--- src/hdl/udpc_pkg.sv ---
`timescale 1ns / 1ps
`default_nettype none

package udpc_pkg;

	localparam logic [15:0] UDP_PROTO     = 16'd17;
	localparam logic [15:0] CSUM_FIELD_HI = 16'd6;
	localparam logic [15:0] CSUM_FIELD_LO = 16'd7;
	localparam logic [15:0] ALL_ONES      = 16'hFFFF;

	typedef struct packed {
		logic [7:0]  data_byte;
		logic        first;
		logic        last;
		logic [31:0] src_addr;
		logic [31:0] dst_addr;
	} udpc_in_t;

	typedef struct packed {
		logic [15:0] checksum_value;
		logic [15:0] segment_length;
		logic        length_overflow;
	} udpc_out_t;

	typedef struct packed {
		logic        first;
		logic        last;
		logic        word_valid;
		logic [15:0] word;
		logic [17:0] addr_sum;
		logic [15:0] seg_len;
		logic        len_ovf;
	} udpc_entry_t;

	typedef struct packed {
		logic full;
		logic empty;
	} udpc_q_status_t;

	// two end-around carry folds bring any 19-bit sum back to 16 bits
	function automatic logic [15:0] oc_fold(input logic [18:0] t);
		logic [16:0] a;
		logic [16:0] b;
		a = {1'b0, t[15:0]} + {14'b0, t[18:16]};
		b = {1'b0, a[15:0]} + {16'b0, a[16]};
		return b[15:0];
	endfunction

endpackage

`default_nettype wire

--- src/hdl/udp_checksum_stream.sv ---
// the result transaction is valid once the last byte has passed the queue, the fin_s1 stage and the output register
// throughput: one byte per cycle while the queue is not full; the back end's 16-bit accumulate loop sets the pace
// a small queue between front and back absorbs output stalls
// reset: arst_n clears the byte counter, accumulator, queue and valid flags at once
`timescale 1ns / 1ps
`default_nettype none

module udp_checksum_stream
	import udpc_pkg::*;
#(
	parameter int QUEUE_DEPTH = 2
) (
	input  wire logic      clk,
	input  wire logic      arst_n,
	input  wire logic      in_valid,
	output      logic      in_ready,
	input  wire udpc_in_t  in_item,
	output      logic      out_valid,
	input  wire logic      out_ready,
	output      udpc_out_t out_item
);

	udpc_q_status_t q_status;
	udpc_entry_t    wr_entry;
	udpc_entry_t    rd_entry;
	logic           push;
	logic           pop;

	udpc_front u_front (
		.clk      (clk),
		.arst_n   (arst_n),
		.in_valid (in_valid),
		.in_ready (in_ready),
		.in_item  (in_item),
		.q_status (q_status),
		.push     (push),
		.entry    (wr_entry)
	);

	udpc_queue #(
		.DEPTH (QUEUE_DEPTH)
	) u_queue (
		.clk      (clk),
		.arst_n   (arst_n),
		.push     (push),
		.wr_entry (wr_entry),
		.pop      (pop),
		.rd_entry (rd_entry),
		.status   (q_status)
	);

	udpc_back u_back (
		.clk       (clk),
		.arst_n    (arst_n),
		.q_status  (q_status),
		.entry     (rd_entry),
		.pop       (pop),
		.out_valid (out_valid),
		.out_ready (out_ready),
		.out_item  (out_item)
	);

	a_csum_nonzero: assert property (@(posedge clk) disable iff (!arst_n)
		out_valid |-> (out_item.checksum_value != 16'd0))
		else $error("checksum zero on output");

	a_ovf_len: assert property (@(posedge clk) disable iff (!arst_n)
		(out_valid && out_item.length_overflow) |-> (out_item.segment_length == ALL_ONES))
		else $error("overflowed length not saturated");

	a_queue_state: assert property (@(posedge clk) disable iff (!arst_n)
		!(q_status.full && q_status.empty))
		else $error("queue full and empty together");

	a_no_pop_empty: assert property (@(posedge clk) disable iff (!arst_n)
		q_status.empty |-> !pop)
		else $error("pop from empty queue");

endmodule

`default_nettype wire

--- src/hdl/udpc_front.sv ---
`timescale 1ns / 1ps
`default_nettype none

module udpc_front
	import udpc_pkg::*;
(
	input  wire logic           clk,
	input  wire logic           arst_n,
	input  wire logic           in_valid,
	output      logic           in_ready,
	input  wire udpc_in_t       in_item,
	input  wire udpc_q_status_t q_status,
	output      logic           push,
	output      udpc_entry_t    entry
);

	logic [15:0] byte_count_q;
	logic        overflow_q;
	logic [7:0]  held_q;

	logic [15:0] idx;
	logic        ovf;
	logic [7:0]  held;
	logic [7:0]  b;
	logic [15:0] count_next;
	logic        ovf_next;

	assign in_ready = !q_status.full;
	assign push     = in_valid && in_ready;

	always_comb begin
		idx        = in_item.first ? 16'd0 : byte_count_q;
		ovf        = in_item.first ? 1'b0 : overflow_q;
		held       = in_item.first ? 8'd0 : held_q;
		b          = in_item.data_byte;
		// checksum field counts as zero
		if (!ovf && (idx == CSUM_FIELD_HI || idx == CSUM_FIELD_LO)) begin
			b = 8'd0;
		end
		count_next = idx + 16'd1;
		ovf_next   = ovf || (count_next == 16'd0);

		entry.first      = in_item.first;
		entry.last       = in_item.last;
		entry.word_valid = idx[0] || in_item.last;
		entry.word       = idx[0] ? {held, b} : {b, 8'd0};
		entry.addr_sum   = {2'b0, in_item.src_addr[31:16]} + {2'b0, in_item.src_addr[15:0]}
			+ {2'b0, in_item.dst_addr[31:16]} + {2'b0, in_item.dst_addr[15:0]};
		entry.seg_len    = ovf_next ? ALL_ONES : count_next;
		entry.len_ovf    = ovf_next;
	end

	always_ff @(posedge clk or negedge arst_n) begin
		if (!arst_n) begin
			byte_count_q <= '0;
			overflow_q   <= 1'b0;
			held_q       <= '0;
		end else if (push) begin
			if (in_item.last) begin
				byte_count_q <= '0;
				overflow_q   <= 1'b0;
				held_q       <= '0;
			end else begin
				byte_count_q <= count_next;
				overflow_q   <= ovf_next;
				held_q       <= idx[0] ? 8'd0 : b;
			end
		end
	end

endmodule

`default_nettype wire

--- src/hdl/udpc_queue.sv ---
`timescale 1ns / 1ps
`default_nettype none

module udpc_queue
	import udpc_pkg::*;
#(
	parameter int DEPTH = 2
) (
	input  wire logic           clk,
	input  wire logic           arst_n,
	input  wire logic           push,
	input  wire udpc_entry_t    wr_entry,
	input  wire logic           pop,
	output      udpc_entry_t    rd_entry,
	output      udpc_q_status_t status
);

	localparam int PW = $clog2(DEPTH);
	localparam int CW = $clog2(DEPTH + 1);
	localparam logic [PW-1:0] LAST_PTR = PW'(DEPTH - 1);
	localparam logic [CW-1:0] FULL_CNT = CW'(DEPTH);

	udpc_entry_t   slots_q [DEPTH];
	logic [PW-1:0] wr_ptr_q;
	logic [PW-1:0] rd_ptr_q;
	logic [CW-1:0] count_q;

	assign rd_entry     = slots_q[rd_ptr_q];
	assign status.full  = (count_q == FULL_CNT);
	assign status.empty = (count_q == '0);

	always_ff @(posedge clk) begin
		if (push) begin
			slots_q[wr_ptr_q] <= wr_entry;
		end
	end

	always_ff @(posedge clk or negedge arst_n) begin
		if (!arst_n) begin
			wr_ptr_q <= '0;
			rd_ptr_q <= '0;
			count_q  <= '0;
		end else begin
			if (push) begin
				wr_ptr_q <= (wr_ptr_q == LAST_PTR) ? '0 : wr_ptr_q + 1'b1;
			end
			if (pop) begin
				rd_ptr_q <= (rd_ptr_q == LAST_PTR) ? '0 : rd_ptr_q + 1'b1;
			end
			if (push && !pop) begin
				count_q <= count_q + 1'b1;
			end else if (pop && !push) begin
				count_q <= count_q - 1'b1;
			end
		end
	end

endmodule

`default_nettype wire

--- src/hdl/udpc_back.sv ---
`timescale 1ns / 1ps
`default_nettype none

module udpc_back
	import udpc_pkg::*;
(
	input  wire logic           clk,
	input  wire logic           arst_n,
	input  wire udpc_q_status_t q_status,
	input  wire udpc_entry_t    entry,
	output      logic           pop,
	output      logic           out_valid,
	input  wire logic           out_ready,
	output      udpc_out_t      out_item
);

	logic [15:0] acc_q;
	logic        fin_valid_s1;
	logic [15:0] fin_sum_s1;
	logic [15:0] fin_len_s1;
	logic        fin_ovf_s1;
	logic        out_valid_q;
	udpc_out_t   out_q;

	logic        out_load_ok;
	logic        fin_ready;
	logic [17:0] base;
	logic [18:0] acc_sum;
	logic [15:0] acc_next;
	logic [18:0] fin_total;
	logic [15:0] fin_fold;
	logic [15:0] csum;

	assign out_load_ok = !out_valid_q || out_ready;
	assign fin_ready   = !fin_valid_s1 || out_load_ok;
	assign pop         = !q_status.empty && (!entry.last || fin_ready);

	always_comb begin
		base      = entry.first ? entry.addr_sum : {2'b0, acc_q};
		acc_sum   = {1'b0, base} + {3'b0, (entry.word_valid ? entry.word : 16'd0)};
		acc_next  = oc_fold(acc_sum);
		fin_total = {3'b0, fin_sum_s1} + {3'b0, UDP_PROTO} + {3'b0, fin_len_s1};
		fin_fold  = oc_fold(fin_total);
		csum      = ~fin_fold;
		if (csum == 16'd0) begin
			csum = ALL_ONES;
		end
	end

	always_ff @(posedge clk or negedge arst_n) begin
		if (!arst_n) begin
			acc_q        <= '0;
			fin_valid_s1 <= 1'b0;
			out_valid_q  <= 1'b0;
		end else begin
			if (pop) begin
				acc_q <= entry.last ? 16'd0 : acc_next;
			end
			if (fin_ready) begin
				fin_valid_s1 <= pop && entry.last;
			end
			if (out_load_ok) begin
				out_valid_q <= fin_valid_s1;
			end
		end
	end

	always_ff @(posedge clk) begin
		if (pop && entry.last) begin
			fin_sum_s1 <= acc_next;
			fin_len_s1 <= entry.seg_len;
			fin_ovf_s1 <= entry.len_ovf;
		end
		if (fin_valid_s1 && out_load_ok) begin
			out_q.checksum_value  <= csum;
			out_q.segment_length  <= fin_len_s1;
			out_q.length_overflow <= fin_ovf_s1;
		end
	end

	assign out_valid = out_valid_q;
	assign out_item  = out_q;

endmodule

`default_nettype wire
--- config.mk ---
export PLATFORM = sky130hd
export DESIGN_NAME = udp_checksum_stream
export DESIGN_NICKNAME = d
export VERILOG_FILES = /design/src/hdl/udpc_pkg.sv /design/src/hdl/udp_checksum_stream.sv /design/src/hdl/udpc_front.sv /design/src/hdl/udpc_queue.sv /design/src/hdl/udpc_back.sv
export SDC_FILE = /design/constraint.sdc
export NUM_CORES = 1
export LEC_CHECK = 0
export BUFFER_PORTS_ARGS = -buffer_cell sky130_fd_sc_hd__buf_2
export CAP_MARGIN = 10
export CORE_MARGIN = 8
export CORE_UTILIZATION = 55
export CTS_CLUSTER_SIZE = 30
export DETAILED_ROUTE_END_ITERATION = 7
export PLACE_DENSITY = 0.74
export SETUP_SLACK_MARGIN = 0.2
export SLEW_MARGIN = 20
export SYNTH_ARGS = -nofsm -noshare
export SYNTH_HDL_FRONTEND = slang
export SYNTH_HIERARCHICAL = 1
export SYNTH_SLANG_ARGS = --single-unit
--- constraint.sdc ---
create_clock -name clk -period 7.4 [get_ports clk]
set_input_delay 1.48 -clock clk [delete_from_list [all_inputs] [get_ports clk]]
set_output_delay 1.48 -clock clk [all_outputs]
set_load 0.05 [all_outputs]
==> Word-level counts from Yosys, hierarchy flattened <==
Memories as Yosys holds them, arrays and structs flattened.
Cells that the tools add are included.
{ "totals": {"memories": 1, "out_inout_bits": 35, "ramBits": 108, "ff_bits": 113, "mem_bits_ro": 0, "input_bits": 78, "wordCells": 79, "latchBits": 0} }
{ "memory_table": {"columns": ["name", "words", "width", "read_ports", "rd_ports_with_merged_regs", "write_ports", "line_no", "source"], "rows": [
  ["u_queue.slots_q", 2, 54, 1, 0, 1, "udpc_queue.sv:23", "udpc_entry_t slots_q [DEPTH];"]
]} }
{ "op_classes": {"muxes": 19, "n_shift": 0, "n_lt_le_gt_ge": 0, "reduce_logical": 25, "mul": 0, "div_mod_pow": 0, "n_bitwise": 1, "eq_ne": 3, "addsub": 15} }
{ "ops": {"columns": ["operator", "n"], "rows": [
  ["$mux W16", 6],
  ["$add A18 B16 Y18", 2],
  ["$add A16 B3 Y17", 2],
  ["$add A16 B1 Y16", 2],
  ["$eq A16 B3 Y1 const B", 2],
  ["$logic_not A16 Y1", 2],
  ["$mux W8", 4],
  ["$add A18 B16 Y19", 1],
  ["$add A19 B16 Y19", 1],
  ["$mux W18", 1],
  ["$add A16 B16 Y17", 1],
  ["$add A16 B5 Y17 const B", 1],
  ["$add A16 B1 Y16 const B", 1],
  ["$not A16 Y16", 1],
  ["$logic_not A1 Y1", 8],
  ["$logic_and A1 B1 Y1", 7],
  ["$logic_or A1 B1 Y1", 6],
  ["$mux W1", 6],
  ["$mux W2", 2],
  ["$add A1 B1 Y1 const B", 2],
  ["$add A2 B1 Y2 const B", 1],
  ["$eq A2 B2 Y1 const B", 1],
  ["$logic_not A2 Y1", 1],
  ["$reduce_bool A2 Y1", 1],
  ["$sub A2 B1 Y2 const B", 1]
]} }

==> Longest topological paths before layout <==
Gate-level depths: netlist of run 1.
{ "depth": {"ltp_word": 8, "ltp_mapped": 35, "depth_no_buf": 31} }

==> Hierarchy <==
Netlist of run 1, hierarchy kept.
{ "modules_own_cells": {"columns": ["module", "n_inst", "seq_area_each_um2", "cells_per_inst", "area_per_inst_um2"], "rows": [
  ["udpc_back", 1, 2432.3, 606, 6338.6],
  ["udpc_queue", 1, 3343.2, 184, 4332.9],
  ["udpc_front", 1, 625.6, 437, 3638.5]
]} }

==> Worst setup path after synthesis of run 1 <==
Ideal clock, no wire load.
{ "synth_timing": {"path_kind": "register -> register", "startpoint": "reg u_queue.rd_ptr_q", "endpoint": "reg u_back.acc_q[15]", "t_arrival_ns": 7.272, "stages_incl_launch_ff": 36, "required_time_ns": 7.279, "period_less_slack_ns": 7.393, "setup_slack_ns": 0.007, "cell_sequence": "dfrtp_1 -> buf_6 -> buf_12 -> mux2_4 -> clkbuf_1 -> clkbuf_1 -> mux2i_1 -> inv_1 -> ha_1 -> a211oi_1 -> nor3_1 -> o2111ai_1 -> o21a_1 -> nor2b_1 -> o21ai_0 -> nand2b_1 -> a21o_1 -> nand2_1 -> xnor2_1 -> and2_1 -> fa_1 -> a21oi_1 -> o21bai_1 -> o21ba_2 -> nor4b_1 -> nand4_1 -> nor3_1 -> and4_1 -> ha_1 -> and3_1 -> and2_1 -> or3b_2 -> nor4b_1 -> a41oi_1 -> xnor2_1 -> a22o_1"} }
{ "synth_lines": {"columns": ["element", "line_no", "source"], "rows": [
  ["from (decl)", "udpc_queue.sv:25", "logic [PW-1:0] rd_ptr_q;"],
  ["from (signal assigned)", "udpc_queue.sv:48", "rd_ptr_q <= (rd_ptr_q == LAST_PTR) ? '0 : rd_ptr_q + 1'b1;"],
  ["to (signal assigned)", "udpc_back.sv:57", "acc_q <= entry.last ? 16'd0 : acc_next;"],
  ["to (decl)", "udpc_back.sv:17", "logic [15:0] acc_q;"]
]} }

==> reports/results.tsv, run 1 <==
metric	value	unit
Post-synth top flop	edfxtp_1	
RD Place Congestion	0.913	
CP arrival	7310	ps
first-pass GRT wire length	50200	um
die extent in y	177	um
average size of a mapped cell	11.7	sq um
vias in the first global route	9850	
drt total wl	32100	um
area delta synth->final	15.0	%
Peak Freq	145	MHz
Worst Path Required	7810	ps
# hold bufs at CTS	0	
grt ovf	0	
layout cell share with drive strength beyond 1	0.252	
DRT Pass-1 Iters	5	
Final WS setup	503	ps
flops & latches, synth	221	
Setup Skew	16.4	ps
DRC	0	
Worst-Margin Slew	1020	ps
Area contributors post-synth	edfxtp_1, dfrtp_1, ha_1, mux2_4, fa_1	
Max stage delay cell, worst path	dfrtp_2	
most common library cells after synthesis	edfxtp_1, inv_1, ha_1	
Ys Warns	6	
row cnt	59	
max-cap violations	0	
total number of vias	10000	
Hold Violations, Final	0	
fin crit share	0.932	
Sink Count	221	
FF/Latch Area	0.00640	sq mm
Hold Path Origin	u_back/fin_ovf_s1	
Post-DP Area	0.0151	sq mm
slowest stage delay, CP	480	ps
hpwl dp	23200	um
Fillers	2027	
H-tree depth	1	
initial antenna violation count	2	
gr usage total	0.196	
Final min period	6900	ps
Die X-Extent	177	um
FF-to-FF Start	u_queue/rd_ptr_q	
Synth top area share	0.365	
setup_tns	0	ps
unrepaired setup endpoints after global routing	true	
Initial Util	0.554	
Slew headroom	0.315	
Synth Cell Area	0.0143	sq mm
Post-Syn Instances	1227	
Core Box Area	0.0258	sq mm
critical path type	reg -> reg	
Fin Hold WS	437	ps
Cell variety after synth	88	
Via-to-Cell Ratio	5.84	
I/O Buffers	112	
area of the multi-input gates	0.00747	sq mm
post-route cell area	0.0165	sq mm
worst reg-to-reg path cell count	28	
Synth Net Count	1418	
clock slew at reported path FFs	60	ps
ys async rst share	0.213	
initial DRC count	586	
hold endpoint	u_back/out_item[0]	
Routed WL per cell	18.7	um
pin count of the biggest net entering global routing	55	
nature of the critical path startpoint	flip-flop	
CTS buffer count	24	
FF-to-FF End	u_back/acc_q[15]	
worst min path class	reg -> reg	
antenna-violating nets left	0	
CP max FO	7	
count of final setup violators	0	
Diodes inserted	0	
fin nets	1557	
clk buf depth	3	
status	finished clean	
pre-CTS setup slack	145	ps
Yosys top cell by area	edfxtp_1	
Post-synth EDFFs	174	
Crit. End Element	flip-flop	
hold path depth	0	
CTS tree	yes	
fin. max-slew vios	0	
top-count cell post-synth	edfxtp_1	
clk root buf	clkbuf_16	
die area	0.0314	sq mm
Worst-Skew Late Latency	530	ps
R2R setup slack	500	ps
sequential share of the synthesized area	0.447	
top-level I/O count	113	
[routing by layer]
metal  track usage  part of all wire  routed length [um]
met4        0.0486             0.025                 792
met5             0                 0                   0
met1         0.267              0.44               14200
met2         0.327              0.48               15500
met3        0.0262             0.050                1610
[flip-flops by register name (all words and copies together), names as in the netlist]
name / cells
u_queue/count_q: 2
u_front/overflow_q: 1
u_back/out_item: 33
u_queue/slots_q: 108
u_back/out_valid: 1
u_back/fin_ovf_s1: 1
u_back/acc_q: 16
u_back/fin_len_s1: 16
u_queue/rd_ptr_q: 1
u_front/held_q: 8
u_front/byte_count_q: 16
u_back/fin_sum_s1: 16
u_queue/wr_ptr_q: 1
u_back/fin_valid_s1: 1
[logic make-up (layout without fill, tap and decap cells)]
| family | Yosys count | after routing | share of synthesized area |
|---|---|---|---|
| DFF | 221 | 221 | 0.447 |
| xor gates and xnor gates | 95 | 95 | 0.0587 |
| muxes | 75 | 77 | 0.0722 |
| AOI/OAI and AO/OA | 249 | 249 | 0.130 |
| buffers and inverters | 155 | 309 | 0.0517 |
| adders and majority gates | 114 | 114 | 0.118 |
| and+or+nand+nor | 318 | 319 | 0.122 |
[how the worst max path moves through the flow]
| stage | from | endpoint | slack (ps) | cells past startpoint |
|---|---|---|---|---|
| floorplan | u_queue/rd_ptr_q | u_back/acc_q[15] | 210 | 35 |
| global placement | u_queue/rd_ptr_q | u_back/acc_q[15] | 310 | 29 |
| detailed placement | u_queue/rd_ptr_q | u_back/acc_q[15] | 150 | 29 |
| CTS | u_queue/rd_ptr_q | u_back/acc_q[15] | 180 | 32 |
| global route | u_back/fin_len_s1[5] | u_back/out_item[26] | 120 | 27 |
| finish | u_queue/rd_ptr_q | u_back/acc_q[15] | 500 | 28 |
[final cells by class]
class                      count  share of cell area
tap                          335              0.0255
inverter                     117              0.0267
clock buffer                  33              0.0429
sequential                   221               0.389
clock inverter                11             0.00859
multi-input combinational    854               0.454
timing repair buffer         148              0.0536
[cell usage in the layout (no fill, tap or decap), types with 38 or more instances in the layout]
cell type | synthesis | final
a22o_1 | 38 | 38
buf_2 | 3 | 112
mux2_4 | 51 | 51
nor2_1 | 64 | 64
nand2_1 | 64 | 64
ha_1 | 77 | 65
inv_1 | 116 | 116
xor2_1 | 40 | 39
xnor2_1 | 54 | 54
dfrtp_1 | 47 | 46
edfxtp_1 | 174 | 174
[critical path, delay by kind of cell, from the launching register on]
family,cells,cell delay (ps)
mux,2,650
fa+ha+maj,4,900
flops,1,480
buf+inv,1,150
xor+xnor,2,370
simple gates,10,2590
compound gates,9,1630
[stage by stage]
step                      utilization  std cells
after floorplan                     -       1227
after global placement          0.585       1649
after detailed placement        0.585       1649
after CTS                       0.618       1693
after global routing            0.637       1719
final                           0.637       1719
[repair_timing]
action                                  in CTS  in global routing
endpoints found under the setup margin      17                 30
pin swaps                                    0                 21
resized for setup                            2                 49
setup buffers                                0                 21
gates cloned                                 0                  5
endpoints found under the hold margin        0                  0
Power of run 1 is left out: the tool's default activity adds up to more than one toggle a clock period on the data nets, which glitch-free logic cannot reach.
==> inputs of run 2 (changes only) <==
- PLACE_DENSITY: 0.74 -> unset
- PLACE_DENSITY_LB_ADDON: unset -> 0.05
==> run 2 against run 1 <==
Setup slack lost 91 ps. Hold slack lost 11 ps. Via count shrank 3.1%. Routed wire length shrank 2.7%. Count of clock-buffer cells in the layout shrank 7. Die area is the same. Sequential share of layout area grew 0.39 points. Flip-flop and latch count is the same.
==> reports/results.tsv, run 2 (same netlist as run 1, synthesis figures left out) <==
metric	value	unit
nature of the critical path startpoint	flip-flop	
CTS tree	yes	
drt total wl	31300	um
Die X-Extent	177	um
area delta synth->final	13.9	%
Final Instance Count excl. Fillers	1715	
Hold Path Origin	u_back/fin_ovf_s1	
CP top delay family	simple AND/OR/NAND/NOR gates	
Worst-Skew Late Latency	520	ps
hpwl dp	23400	um
hold endpoint	u_back/out_item[0]	
number of flip-flops under the largest register name	108	
FF-to-FF End	u_back/acc_q[15]	
routed length on met3	1510	um
pin count of the biggest net entering global routing	55	
CP max FO	8	
count of final setup violators	0	
Final min period	6990	ps
Sink Count	221	
row cnt	59	
die area	0.0314	sq mm
worst reg-to-reg path cell count	31	
Top reg by flops	u_queue/slots_q	
setup_tns	0	ps
M1 wire length	14600	um
DRC	0	
Slew headroom	0.269	
Worst Path Required	7810	ps
CTS buffer count	23	
Crit. End Element	flip-flop	
Via-to-Cell Ratio	5.67	
commonest non-fill, non-tap cell in the layout	edfxtp_1	
Hold Violations, Final	0	
Initial Util	0.554	
RD Place Congestion	0.901	
Worst-Margin Slew	1090	ps
status	finished clean	
routed length on met2	14600	um
grt ovf	0	
clock slew at reported path FFs	60	ps
DRT Pass-1 Iters	5	
most frequent cells in the layout	edfxtp_1, inv_1, buf_2, ha_1, nand2_1	
Routed WL per cell	18.2	um
unrepaired setup endpoints after global routing	true	
clk buf depth	3	
top-level I/O count	113	
worst min path class	reg -> reg	
DR top layer	met4	
first-pass GRT wire length	49500	um
hold path depth	0	
fin. max-slew vios	0	
Max stage delay cell, worst path	dfrtp_2	
initial antenna violation count	0	
die extent in y	177	um
max-cap violations	0	
FF-to-FF Start	u_queue/rd_ptr_q	
Core Box Area	0.0258	sq mm
fin util	0.631	
fin crit share	0.944	
layout cell share with drive strength beyond 1	0.238	
slowest stage delay, CP	460	ps
R2R setup slack	410	ps
H-tree depth	1	
Most common cell on crit path	ha_1	
Final WS setup	412	ps
pre-CTS setup slack	154	ps
Placed Cells	1651	
fin nets	1554	
antenna-violating nets left	0	
critical path type	reg -> reg	
initial DRC count	587	
clk root buf	clkbuf_16	
total number of vias	9719	
vias in the first global route	9438	
I/O Buffers	112	
gr usage total	0.195	
Fillers	2117	
Diodes inserted	0	
Peak Freq	143	MHz
Buf/Inv on CP	2	
Setup Skew	7.37	ps
CP arrival	7400	ps
## run 2: cell types whose count changed in the layout (fill, tap and decap cells not counted), moves of 3 or more
cell / previous run / this run
ha_1: 65 / 73
a21oi_2: 6 / 3
a21oi_1: 35 / 38
ha_2: 8 / 3
clkbuf_16: 28 / 24
ha_4: 4 / 1
nor3_2: 4 / 1
## run 2: worst max-delay path by stage
stage	start	end	slack, ps	cells after the start
after floorplan	u_queue/rd_ptr_q	u_back/acc_q[15]	210	35
after global placement	u_queue/rd_ptr_q	u_back/acc_q[15]	380	31
after detailed placement	u_queue/rd_ptr_q	u_back/acc_q[15]	150	29
after CTS	u_queue/rd_ptr_q	u_back/acc_q[15]	250	31
after global routing	u_queue/rd_ptr_q	u_back/acc_q[15]	60	31
final	u_queue/rd_ptr_q	u_back/acc_q[15]	410	31
## run 2: metrics by stage
step                hold slack [ps]  area [sq um]
floorplan                       400         14300
global placement                402         15100
detailed placement              414         15100
CTS                             430         16000
global route                    443         16300
finish                          426         16300
## run 2: routing by layer
| layer | vias to the layer above | track usage |
|---|---|---|
| met5 | - | 0 |
| met4 | 0 | 0.0413 |
| met3 | 39 | 0.0306 |
| met2 | 200 | 0.316 |
| met1 | 4712 | 0.272 |
| li1 | 4768 | - |
## run 2: what timing repair did
| action | CTS | global route |
|---|---|---|
| buffers inserted | 0 | 20 |
| cloned | 0 | 2 |
| setup endpoints to repair | 2 | 22 |
| pin swaps | 0 | 9 |
| hold buffers | 0 | 0 |
| gates resized for setup | 2 | 28 |
## run 2: cell type report
| class | count | area (sq um) | area share |
|---|---|---|---|
| clock buffers | 26 | 597 | 0.0366 |
| clock inverters | 16 | 203 | 0.0124 |
| inverters | 117 | 439 | 0.0269 |
| flip-flops and latches | 221 | 6400 | 0.393 |
| well taps | 335 | 419 | 0.0257 |
| multi-input cells | 852 | 7360 | 0.452 |
| repair buffers | 148 | 873 | 0.0536 |
Power of run 2 is left out for the same reason.
==> inputs of run 3 (changes only) <==
- REMOVE_ABC_BUFFERS: unset -> 1
==> run 3 against run 2 <==
Sequential share of layout area rose by 0.10 points. Die area did not move. Count of clock-buffer cells in the layout rose by 9. Register-to-register slack improved by 50 ps. First-iteration DRC count rose by 14%. Cell count fell by 0.12%. Global-route usage rose by 0.29 points. Flip-flop and latch count did not move. Routed wire length rose by 0.19%. Non-clock buffer count fell by 5. Critical path type unchanged.
==> reports/results.tsv, run 3 (same netlist as run 1, synthesis figures left out) <==
metric	value	unit
layout cell share with drive strength beyond 1	0.236	
Max stage delay cell, worst path	dfrtp_2	
Top reg by flops	u_queue/slots_q	
initial DRC count	667	
drt total wl	31300	um
nature of the critical path startpoint	flip-flop	
DRT Pass-1 Iters	5	
Fillers	2113	
CP max FO	13	
Worst-Skew Late Latency	540	ps
Peak Freq	144	MHz
Slew headroom	0.306	
max-cap violations	0	
H-tree depth	1	
Fin Hold WS	433	ps
top-level I/O count	113	
die area	0.0314	sq mm
Routed WL per cell	18.3	um
area delta synth->final	13.6	%
DRC	0	
grt ovf	0	
I/O Buffers	112	
Hold Violations, Final	0	
Via-to-Cell Ratio	5.69	
fin nets	1550	
clk root buf	clkbuf_16	
gr usage total	0.197	
antenna-violating nets left	0	
Most Crowded Layer GR	met2	
fin crit share	0.937	
die extent in y	177	um
first-pass GRT wire length	50300	um
row cnt	59	
clock slew at reported path FFs	60	ps
Final min period	6930	ps
most frequent cells in the layout	edfxtp_1, inv_1, buf_2, ha_1	
Diodes inserted	0	
critical path type	reg -> reg	
Core Box Area	0.0258	sq mm
Sink Count	221	
vias in the first global route	9699	
CTS tree	yes	
Worst Path Required	7810	ps
met2 usage	0.327	
number of flip-flops under the largest register name	108	
total number of vias	9748	
Worst-Margin Slew	1040	ps
clk buf depth	3	
unrepaired setup endpoints after global routing	true	
status	finished clean	
Setup Skew	21.4	ps
Crit. End Element	flip-flop	
worst min path class	reg -> reg	
GR met3 Demand/Resource	0.0245	
post-route cell area	0.0163	sq mm
fin. max-slew vios	0	
Die X-Extent	177	um
met1 layer usage reported by global route	0.276	
commonest non-fill, non-tap cell in the layout	edfxtp_1	
pre-CTS setup slack	136	ps
pin count of the biggest net entering global routing	55	
hpwl dp	23300	um
CTS buffer count	25	
Post-DP Area	0.0151	sq mm
count of final setup violators	0	
CP arrival	7350	ps
RD Place Congestion	0.911	
slowest stage delay, CP	460	ps
Final WS setup	466	ps
initial antenna violation count	0	
setup_tns	0	ps
Initial Util	0.554	
==> run 3: cell types whose count changed in the layout (fill, tap and decap cells not counted), sizes merged <==
cell,before,now
clkbuf,27,36
buf,147,142
bufinv,4,1
clkinv,9,7
clkinvlp,3,2
inv,117,118
nand4,17,16
==> run 3: what timing repair did <==
action                                  4_1_cts  5_1_grt
pin swaps                                     0        6
hold buffers                                  0        0
endpoints found under the setup margin        2       22
cloned                                        0        1
resized for setup                             1       32
hold endpoints to repair                      0        0
setup buffers                                 0       15
==> run 3: routing by layer <==
layer / part of all wire / vias up
met3: 0.041 / 39
met2: 0.47 / 189
met5: 0 / -
met1: 0.47 / 4769
li1: - / 4751
met4: 0.016 / 0
==> run 3: path summary, 6_finish.rpt <==
check                                   from                      end  slack [ps]  depth (start not counted)
max                         u_queue/rd_ptr_q         u_back/acc_q[15]         470                         29
min                        u_back/fin_ovf_s1       u_back/out_item[0]         430                          0
max reg2reg                 u_queue/rd_ptr_q         u_back/acc_q[15]         470                         29
min reg2reg                u_back/fin_ovf_s1       u_back/out_item[0]         430                          0
max in group asynchronous             arst_n         u_queue/rd_ptr_q        5870                          2
min in group asynchronous             arst_n  u_front/byte_count_q[7]        1040                          2
==> run 3: worst max-delay path, delay by kind of cell, from the launching register on <==
family | cells | cell delay, ps
AO/OA/AOI/OAI | 9 | 1780
flip-flops | 1 | 460
buffers and inverters | 2 | 310
adder cells (fa/ha/maj) | 4 | 840
AND/OR/NAND/NOR | 10 | 2450
multiplexers | 2 | 590
XOR/XNOR | 2 | 380
==> run 3: metrics by stage <==
step                      std cells  utilization
after global routing           1713        0.629
after floorplan                1189            -
after detailed placement       1651        0.586
after global placement         1651        0.586
final                          1713        0.629
after CTS                      1697        0.617
==> run 3: layout make-up <==
class                      instances  area (sq um)  area share
multi-input combinational        851          7350       0.452
sequential                       221          6400       0.394
inverter                         117           439      0.0270
clock buffer                      35           703      0.0433
timing repair buffer             143           835      0.0513
clock inverter                    11           106     0.00654
tap                              335           419      0.0258
Power of run 3 is left out for the same reason.
